## src/rtl/utf8s_pkg.sv

```systemverilog
// utf8s_pkg: shared types, constants and the byte classifier of the UTF-8 sanitizer
// no dependencies; used by utf8s_front, utf8s_back and utf8_sanitizer_top
package utf8s_pkg;

  // one input item
  typedef struct packed {
    logic [7:0] byte_in;
    logic       last_in;
  } utf8s_in_t;

  // one result item
  typedef struct packed {
    logic [7:0] byte_out;
    logic       last_out;
    logic       end_of_message;
  } utf8s_out_t;

  // per-byte classification: sequence length as a lead byte, second-byte window,
  // continuation flag
  typedef struct packed {
    logic [2:0] need;
    logic [7:0] lo;
    logic [7:0] hi;
    logic       is_cont;
  } utf8s_cls_t;

  // queue entry between front and back
  typedef struct packed {
    utf8s_in_t  item;
    utf8s_cls_t cls;
  } utf8s_ent_t;

  // replacement character U+FFFD, first byte at index 0
  localparam logic [2:0][7:0] REPL_SEQ = {8'hBD, 8'hBF, 8'hEF};

  // Unicode Table 3-7 lead byte decode
  function automatic utf8s_cls_t utf8s_classify(input logic [7:0] b);
    utf8s_cls_t c;
    c.need    = 3'd0;
    c.lo      = 8'h80;
    c.hi      = 8'hBF;
    c.is_cont = (b >= 8'h80) && (b <= 8'hBF);
    if (b < 8'h80) begin
      c.need = 3'd1;
    end else if (b >= 8'hC2 && b <= 8'hDF) begin
      c.need = 3'd2;
    end else if (b == 8'hE0) begin
      c.need = 3'd3;
      c.lo   = 8'hA0;
    end else if (b >= 8'hE1 && b <= 8'hEC) begin
      c.need = 3'd3;
    end else if (b == 8'hED) begin
      c.need = 3'd3;
      c.hi   = 8'h9F;
    end else if (b == 8'hEE || b == 8'hEF) begin
      c.need = 3'd3;
    end else if (b == 8'hF0) begin
      c.need = 3'd4;
      c.lo   = 8'h90;
    end else if (b >= 8'hF1 && b <= 8'hF3) begin
      c.need = 3'd4;
    end else if (b == 8'hF4) begin
      c.need = 3'd4;
      c.hi   = 8'h8F;
    end
    return c;
  endfunction

endpackage

```

## src/rtl/utf8s_front.sv

```systemverilog
// utf8s_front: input acceptance, byte classification and a two-entry queue
// depends on utf8s_pkg
module utf8s_front import utf8s_pkg::*; (
  input  logic       clk_i,
  input  logic       rst_ni,
  input  logic       in_valid_i,
  output logic       in_ready_o,
  input  utf8s_in_t  in_data_i,
  output logic       q_valid_o,
  input  logic       q_ready_i,
  output utf8s_ent_t q_data_o
);

  utf8s_ent_t mem_q [2];
  logic       wr_ptr_q, wr_ptr_d;
  logic       rd_ptr_q, rd_ptr_d;
  logic [1:0] cnt_q, cnt_d;
  logic       push, pop;

  // queue handshakes
  assign in_ready_o = (cnt_q != 2'd2);
  assign q_valid_o  = (cnt_q != 2'd0);
  assign q_data_o   = mem_q[rd_ptr_q];
  assign push       = in_valid_i && in_ready_o;
  assign pop        = q_valid_o && q_ready_i;

  // pointer and fill update
  always_comb begin
    wr_ptr_d = push ? ~wr_ptr_q : wr_ptr_q;
    rd_ptr_d = pop ? ~rd_ptr_q : rd_ptr_q;
    cnt_d    = cnt_q;
    if (push && !pop) begin
      cnt_d = cnt_q + 2'd1;
    end else if (pop && !push) begin
      cnt_d = cnt_q - 2'd1;
    end
  end

  always_ff @(posedge clk_i or negedge rst_ni) begin
    if (!rst_ni) begin
      wr_ptr_q <= 1'b0;
      rd_ptr_q <= 1'b0;
      cnt_q    <= 2'd0;
    end else begin
      wr_ptr_q <= wr_ptr_d;
      rd_ptr_q <= rd_ptr_d;
      cnt_q    <= cnt_d;
    end
  end

  // storage, classified on the way in
  always_ff @(posedge clk_i) begin
    if (push) begin
      mem_q[wr_ptr_q].item <= in_data_i;
      mem_q[wr_ptr_q].cls  <= utf8s_classify(in_data_i.byte_in);
    end
  end

endmodule

```

## src/rtl/utf8s_back.sv

```systemverilog
// utf8s_back: sequence scanner, replacement sequencer and output register
// depends on utf8s_pkg; fed by utf8s_front
module utf8s_back import utf8s_pkg::*; (
  input  logic       clk_i,
  input  logic       rst_ni,
  input  logic       q_valid_i,
  output logic       q_ready_o,
  input  utf8s_ent_t q_data_i,
  input  logic       replace_i,
  output logic       out_valid_o,
  input  logic       out_ready_i,
  output utf8s_out_t out_data_o
);

  typedef enum logic [1:0] {ST_IDLE, ST_SCAN, ST_EMIT} state_e;

  state_e                state_q, state_d;
  logic [3:0][7:0]       buf_q, buf_d;
  utf8s_cls_t [3:0]      cls_q, cls_d;
  logic [2:0]            len_q, len_d;
  logic                  last_q, last_d;
  logic                  rep_mode_q, rep_mode_d;
  logic [1:0]            emit_idx_q, emit_idx_d;
  logic [2:0]            emit_num_q, emit_num_d;
  logic [7:0]            pend_q, pend_d;
  logic                  pend_valid_q, pend_valid_d;
  utf8s_out_t            out_q, out_d;
  logic                  out_valid_q, out_valid_d;

  logic       out_free;
  logic       adv;
  logic [2:0] need;
  logic       b1_ok;
  logic       bad;
  logic       too_short;
  logic [2:0] take;
  logic [2:0] src;
  logic [7:0] emit_byte;

  assign q_ready_o   = (state_q == ST_IDLE);
  assign out_valid_o = out_valid_q;
  assign out_data_o  = out_q;
  assign out_free    = !out_valid_q || out_ready_i;
  assign adv         = !pend_valid_q || out_free;

  // classify the held prefix
  always_comb begin
    need  = cls_q[0].need;
    b1_ok = (buf_q[1] >= cls_q[0].lo) && (buf_q[1] <= cls_q[0].hi);
    bad   = (need == 3'd0)
         || ((len_q >= 3'd2) && (need >= 3'd2) && !b1_ok)
         || ((len_q >= 3'd3) && (need >= 3'd3) && !cls_q[2].is_cont)
         || ((len_q >= 3'd4) && (need >= 3'd4) && !cls_q[3].is_cont);
    too_short = (len_q < need);
  end

  // byte produced by the current emit step
  assign emit_byte = rep_mode_q ? REPL_SEQ[emit_idx_q] : buf_q[emit_idx_q];

  // next-state logic
  always_comb begin
    state_d      = state_q;
    buf_d        = buf_q;
    cls_d        = cls_q;
    len_d        = len_q;
    last_d       = last_q;
    rep_mode_d   = rep_mode_q;
    emit_idx_d   = emit_idx_q;
    emit_num_d   = emit_num_q;
    pend_d       = pend_q;
    pend_valid_d = pend_valid_q;
    out_d        = out_q;
    out_valid_d  = out_valid_q && !out_ready_i;
    take         = 3'd1;
    src          = 3'd0;

    unique case (state_q)
      ST_IDLE: begin
        // append the new byte to the held prefix
        if (q_valid_i) begin
          buf_d[len_q[1:0]] = q_data_i.item.byte_in;
          cls_d[len_q[1:0]] = q_data_i.cls;
          len_d             = len_q + 3'd1;
          last_d            = q_data_i.item.last_in;
          state_d           = ST_SCAN;
        end
      end
      ST_SCAN: begin
        if ((len_q == 3'd0) || (!bad && too_short && !last_q)) begin
          // step done: flush the pending byte as the final result
          if (!pend_valid_q) begin
            state_d = ST_IDLE;
          end else if (out_free) begin
            out_d        = '{byte_out: pend_q, last_out: 1'b1, end_of_message: last_q};
            out_valid_d  = 1'b1;
            pend_valid_d = 1'b0;
            state_d      = ST_IDLE;
          end
        end else if (bad || too_short) begin
          // first held byte is bad
          if (replace_i) begin
            rep_mode_d = 1'b1;
            emit_num_d = 3'd3;
            emit_idx_d = 2'd0;
            state_d    = ST_EMIT;
          end else begin
            take = 3'd1;
            for (int i = 0; i < 4; i++) begin
              src = 3'(i) + take;
              if (src < 3'd4) begin
                buf_d[i] = buf_q[src[1:0]];
                cls_d[i] = cls_q[src[1:0]];
              end
            end
            len_d = len_q - take;
          end
        end else begin
          // complete well-formed sequence
          rep_mode_d = 1'b0;
          emit_num_d = need;
          emit_idx_d = 2'd0;
          state_d    = ST_EMIT;
        end
      end
      ST_EMIT: begin
        if (adv) begin
          if (pend_valid_q) begin
            out_d       = '{byte_out: pend_q, last_out: 1'b0, end_of_message: 1'b0};
            out_valid_d = 1'b1;
          end
          pend_d       = emit_byte;
          pend_valid_d = 1'b1;
          if ({1'b0, emit_idx_q} == emit_num_q - 3'd1) begin
            // sequence done: drop it from the prefix and rescan
            take = rep_mode_q ? 3'd1 : emit_num_q;
            for (int i = 0; i < 4; i++) begin
              src = 3'(i) + take;
              if (src < 3'd4) begin
                buf_d[i] = buf_q[src[1:0]];
                cls_d[i] = cls_q[src[1:0]];
              end
            end
            len_d   = len_q - take;
            state_d = ST_SCAN;
          end else begin
            emit_idx_d = emit_idx_q + 2'd1;
          end
        end
      end
      default: state_d = ST_IDLE;
    endcase
  end

  // state and registered outputs
  always_ff @(posedge clk_i or negedge rst_ni) begin
    if (!rst_ni) begin
      state_q      <= ST_IDLE;
      len_q        <= 3'd0;
      last_q       <= 1'b0;
      rep_mode_q   <= 1'b0;
      emit_idx_q   <= 2'd0;
      emit_num_q   <= 3'd1;
      pend_valid_q <= 1'b0;
      out_valid_q  <= 1'b0;
      buf_q        <= '0;
      cls_q        <= '0;
      pend_q       <= 8'd0;
      out_q        <= '0;
    end else begin
      state_q      <= state_d;
      len_q        <= len_d;
      last_q       <= last_d;
      rep_mode_q   <= rep_mode_d;
      emit_idx_q   <= emit_idx_d;
      emit_num_q   <= emit_num_d;
      pend_valid_q <= pend_valid_d;
      out_valid_q  <= out_valid_d;
      buf_q        <= buf_d;
      cls_q        <= cls_d;
      pend_q       <= pend_d;
      out_q        <= out_d;
    end
  end

  // at most three bytes are held between items
  a_held_fits: assert property (@(posedge clk_i) disable iff (!rst_ni)
    (state_q == ST_IDLE) |-> (len_q != 3'd4))
    else $error("held prefix longer than three bytes while idle");

  // nothing is left pending once a step has closed
  a_no_pend_idle: assert property (@(posedge clk_i) disable iff (!rst_ni)
    (state_q == ST_IDLE) |-> !pend_valid_q)
    else $error("pending byte left over after step end");

  // pass-through never reads beyond the held prefix
  a_emit_in_prefix: assert property (@(posedge clk_i) disable iff (!rst_ni)
    (state_q == ST_EMIT && !rep_mode_q) |-> (emit_num_q <= len_q))
    else $error("emit runs past held prefix");

  // a message end is only flagged on a step's final byte
  a_eom_is_last: assert property (@(posedge clk_i) disable iff (!rst_ni)
    (out_valid_q && out_q.end_of_message) |-> out_q.last_out)
    else $error("end of message without last flag");

endmodule

```

## src/rtl/utf8_sanitizer_top.sv

```systemverilog
// utf8_sanitizer_top: UTF-8 stream sanitizer, front queue plus back scanner
// depends on utf8s_pkg, utf8s_front and utf8s_back

// Bytes of a message enter one per transfer on the input channel; well-formed UTF-8
// sequences leave unchanged and each bad byte becomes EF BF BD (or is dropped when the
// replace register is 0). Input transfers land in a two-entry queue, so the input side
// keeps taking bytes while the scanner works, until the queue is full. The scanner
// handles one byte at a time: it takes the byte from the queue, scans the held prefix,
// and emits each output byte in turn, rescanning after each sequence, so a byte that
// resolves a held sequence can yield up to twelve replacement bytes. The scanner's
// emit loop sets the rate. Output bytes are held back by one so the last one of each
// step carries its flags.
module utf8_sanitizer_top import utf8s_pkg::*; (
  input  logic       clk_i,
  input  logic       rst_ni,
  input  logic       in_valid_i,
  output logic       in_ready_o,
  input  utf8s_in_t  in_data_i,
  output logic       out_valid_o,
  input  logic       out_ready_i,
  output utf8s_out_t out_data_o,
  input  logic       cfg_valid_i,
  output logic       cfg_ready_o,
  input  logic       cfg_data_i
);

  logic       replace_q;
  logic       q_valid;
  logic       q_ready;
  utf8s_ent_t q_data;

  // replace register, always writable
  assign cfg_ready_o = 1'b1;

  always_ff @(posedge clk_i or negedge rst_ni) begin
    if (!rst_ni) begin
      replace_q <= 1'b1;
    end else if (cfg_valid_i && cfg_ready_o) begin
      replace_q <= cfg_data_i;
    end
  end

  // input queue with classification
  utf8s_front u_front (
    .clk_i      (clk_i),
    .rst_ni     (rst_ni),
    .in_valid_i (in_valid_i),
    .in_ready_o (in_ready_o),
    .in_data_i  (in_data_i),
    .q_valid_o  (q_valid),
    .q_ready_i  (q_ready),
    .q_data_o   (q_data)
  );

  // scanner and output stage
  utf8s_back u_back (
    .clk_i       (clk_i),
    .rst_ni      (rst_ni),
    .q_valid_i   (q_valid),
    .q_ready_o   (q_ready),
    .q_data_i    (q_data),
    .replace_i   (replace_q),
    .out_valid_o (out_valid_o),
    .out_ready_i (out_ready_i),
    .out_data_o  (out_data_o)
  );

endmodule
```

## config.mk

```make
export PLATFORM = sky130hd
export DESIGN_NAME = utf8_sanitizer_top
export DESIGN_NICKNAME = d
export VERILOG_FILES = /design/src/rtl/utf8s_pkg.sv /design/src/rtl/utf8s_front.sv /design/src/rtl/utf8s_back.sv /design/src/rtl/utf8_sanitizer_top.sv
export SDC_FILE = /design/constraint.sdc
export NUM_CORES = 1
export LEC_CHECK = 0
export BUFFER_PORTS_ARGS = -buffer_cell sky130_fd_sc_hd__buf_4
export CORE_MARGIN = 8
export CORE_UTILIZATION = 29
export CTS_CLUSTER_SIZE = 16
export DETAILED_ROUTE_END_ITERATION = 12
export PLACE_DENSITY = 0.53
export SYNTH_ARGS = -nofsm -noshare
export SYNTH_HDL_FRONTEND = slang
export SYNTH_SLANG_ARGS = --single-unit
export TNS_END_PERCENT = 1
```

## constraint.sdc

```tcl
create_clock -name clk_i -period 8.5 [get_ports clk_i]
set_clock_uncertainty 0.05 [all_clocks]
set_input_delay 1.7 -clock clk_i [delete_from_list [all_inputs] [get_ports clk_i]]
set_output_delay 1.7 -clock clk_i [all_outputs]
set_load 0.01 [all_outputs]
```

==> run_results.csv <==
group,metric,value,unit
floorplanning,io_pins,28,
global_routing,track_usage,0.138,
critical_path,reg2reg_setup_slack,4.44,ns
finish,layout-drive-gt1-share,0.189,
clocking,clk_latency,0.45,ns
power,finalPower,2120,uW
global_routing,grt_max_degree,99,
global_routing,grt-ovfl-total,0,
placed_design,place_area,12900,um^2
critical_path,required,8.77,ns
sta,worstMarginPinSlew,1.12,ns
critical_path,rr_startpoint,"u_back.emit_num_q[0]$_DFFE_PN1P_",
clocking,cts_resized,0,
finish,areaGrowthSynthToFinish,9.42,%
critical_path,cp_max_fo,28,
synthesis,synthArstFlopShare,0.814,
synthesis,synth.distinct_cells,65,
hold_path,hp-start,"u_back.pend_q[1]$_DFFE_PN0P_",
placed_design,port_buffers,26,
floorplanning,dieArea,49500,um^2
power,p_leak,0.00590,uW
clocking,cts_root_buf,"clkbuf_16",
drt,vias,9610,
sta,setup_viol,0,
critical_path,criticalPathCategory,"in -> reg",
synthesis,ys_seq_area_frac,0.384,
sta,setup_tns,0,ns
critical_path,cp-end-kind,"flop",
synthesis,yosys-top-cells-count,"nand2_1, dfrtp_1, o21ai_0",
finish,fillers,4249,
floorplanning,rows,75,
synthesis,synthFlopType,"dfrtp_1",
drt,drt_pre_antenna_iters,7,
critical_path,crit_arrival,4.46,ns
clocking,cts_sinks,183,
floorplanning,die_w,223,um
synthesis,synth_edf_count,34,
global_routing,antenna_found_initial,1,
sta,maxSlewViolCount,0,
synthesis,synthCells,1228,
status,status,"finished, final reports clean",
synthesis,synth-seq-cells,183,
sta,period_needed,4.19,ns
synthesis,ys.warnings.count,0,
clocking,cts_htree_levels,4,
synthesis,synth.area.top_cells,"dfrtp_1, mux4_2, edfxtp_1",
hold_path,hold_depth,2,
finish,fin_nets,1231,
clocking,clkTransAtPathRegs,0.07,ns
power,power.density,157,nW/um^2
drt,postRouteAntennaNets,0,
sta,post-route-period-util,0.493,
drt,via_per_inst,5.53,
sta,grt_setup_unrepaired,"no",
sta,max_freq,238,MHz
drt,wl_per_cell,19.8,um
placed_design,gp_congestion,0.808,
global_routing,first_global_vias,9264,
finish,fin_area,13500,um^2
synthesis,avgSynthCellArea,10.1,um^2
clocking,ctsLongestPathBuffers,2,
clocking,numCtsBuffers,17,
floorplanning,start_util,0.294,
clocking,cts_tree,"built",
run,cap_violations,0,
sta,max_slew_margin,0.251,
power,ir_drop,0.162,mV
critical_path,reg2regPathDepth,8,
clocking,ctsHoldBuffers,0,
critical_path,critPathLaunchType,"input pin",
synthesis,syn-num-nets,1274,
synthesis,syn_area,12400,um^2
floorplanning,die_h,223,um
drt,routed_wirelength,34500,um
hold_path,holdPathEnd,"u_back.pend_q[1]$_DFFE_PN0P_",
synthesis,yosysMostFrequentCell,"nand2_1",
critical_path,reg2reg_to,"u_back.cls_q[33]$_DFFE_PN0P_",
synthesis,yosys.area.top_type_share,0.297,
placed_design,dp_hpwl,20800,um
synthesis,yosysTopAreaCell,"dfrtp_1",
global_routing,grt_pass1_wl,55100,um
drt,dr.first_iter.drc_count,828,
floorplanning,core-area,42000,um^2
drt,drc,0,
clocking,post_cts_buffers,0,
sta,fin_hold_ws,0.436,ns
hold_path,hp-class,"reg -> reg",
sta,hold_viol,0,
registers in the layout (all words and copies together), names as in the netlist:
register / count
u_front.rd_ptr_q: 1
u_front.mem_q: 34
u_back.len_q: 3
u_back.cls_q: 77
u_back.need: 3
u_back.pend_q: 8
u_front.wr_ptr_q: 1
u_back.out_data_o: 10
u_front.cnt_q: 2
u_back.buf_q: 32
u_back.emit_num_q: 3
u_back.state_q: 2
u_back.emit_idx_q: 2
u_back.pend_valid_q: 1
u_back.out_valid_o: 1
u_back.last_q: 1
u_back.rep_mode_q: 1
replace_q: 1
kinds of logic after synthesis:
kind of cell	after synthesis	synth area share
and+or+nand+nor	346	0.124
AOI/OAI and AO/OA	312	0.168
muxes	211	0.238
DFF	183	0.384
buffers and inverters	131	0.0446
adders and majority gates	31	0.0320
xor gates and xnor gates	13	0.00921
other	1	0.000303
power by group:
part / leakage (uW) / switching (uW) / total, uW / internal, uW
Sequential: 0.00213 / 63.6 / 1040 / 980
Combinational: 0.00348 / 143 / 259 / 115
Clock: 0.000288 / 371 / 821 / 451
routing by layer:
layer,GRT usage,part of all wire
met3,0.0227,0.057
met1,0.204,0.49
met2,0.208,0.44
met4,0.0338,0.010
met5,0,0
how the worst max path moves through the flow:
stage / startpoint / to / slack (ns) / cells after the start
6_report: out_ready_i / u_back.cls_q[46]$_DFFE_PN0P_ / 4.31 / 8
4_1_cts: out_ready_i / u_back.cls_q[46]$_DFFE_PN0P_ / 4.34 / 8
5_1_grt: out_ready_i / u_back.cls_q[37]$_DFFE_PN0P_ / 4.18 / 9
3_5_place_dp: out_ready_i / u_back.cls_q[35]$_DFFE_PN0P_ / 3.88 / 9
2_1_floorplan: out_ready_i / u_back.buf_q[0]$_DFFE_PN0P_ / 4.48 / 11
3_3_place_gp: out_ready_i / u_back.cls_q[58]$_DFFE_PN0P_ / 3.91 / 8
critical path: stages:
cell	delay (ns)
buf_4	0.07
nand2b_1	0.24
or2_1	0.20
nand2_1	0.06
a22o_1	0.24
or3b_1	0.51
or3_2	0.94
mux2_4	0.47
cell usage in the layout, fill, tap and decap left out, types with 8 or more instances in the layout:
cell / instances
nand2_1: 204
dfrtp_1: 147
o21ai_0: 115
mux2i_1: 70
mux2_2: 65
mux4_2: 49
a22o_1: 47
a21oi_1: 45
nand3_1: 37
nor2_1: 36
buf_4: 36
edfxtp_1: 34
inv_1: 31
mux2_4: 27
ha_1: 26
nor2b_1: 25
a22oi_1: 22
a32o_1: 18
clkbuf_16: 17
o211ai_1: 11
a21boi_0: 11
o221ai_1: 11
nor3_1: 9
nand2b_1: 8
xnor2_1: 8
layout make-up:
type / count / area, um^2 / area share
Antenna cell: 1 / 2.50 / 0.000185
Clock buffer: 21 / 460 / 0.0340
Clock inverter: 11 / 124 / 0.00915
Inverter: 32 / 123 / 0.00906
Multi-Input combinational cell: 914 / 7120 / 0.526
Sequential cell: 183 / 4750 / 0.351
Tap cell: 539 / 674 / 0.0498
Timing Repair Buffer: 37 / 282 / 0.0208
stage by stage:
| stage | utilization | setup WS [ns] | std cells |
|---|---|---|---|
| final | 0.322 | 4.31 | 1738 |
| after global routing | 0.322 | 4.18 | 1737 |
| after CTS | 0.322 | 4.34 | 1737 |
| after detailed placement | 0.308 | 3.88 | 1705 |
| after global placement | 0.308 | 3.91 | 1705 |
| after floorplan | - | 4.48 | 1228 |
No activity file was read; power rests on OpenSTA's default activity.
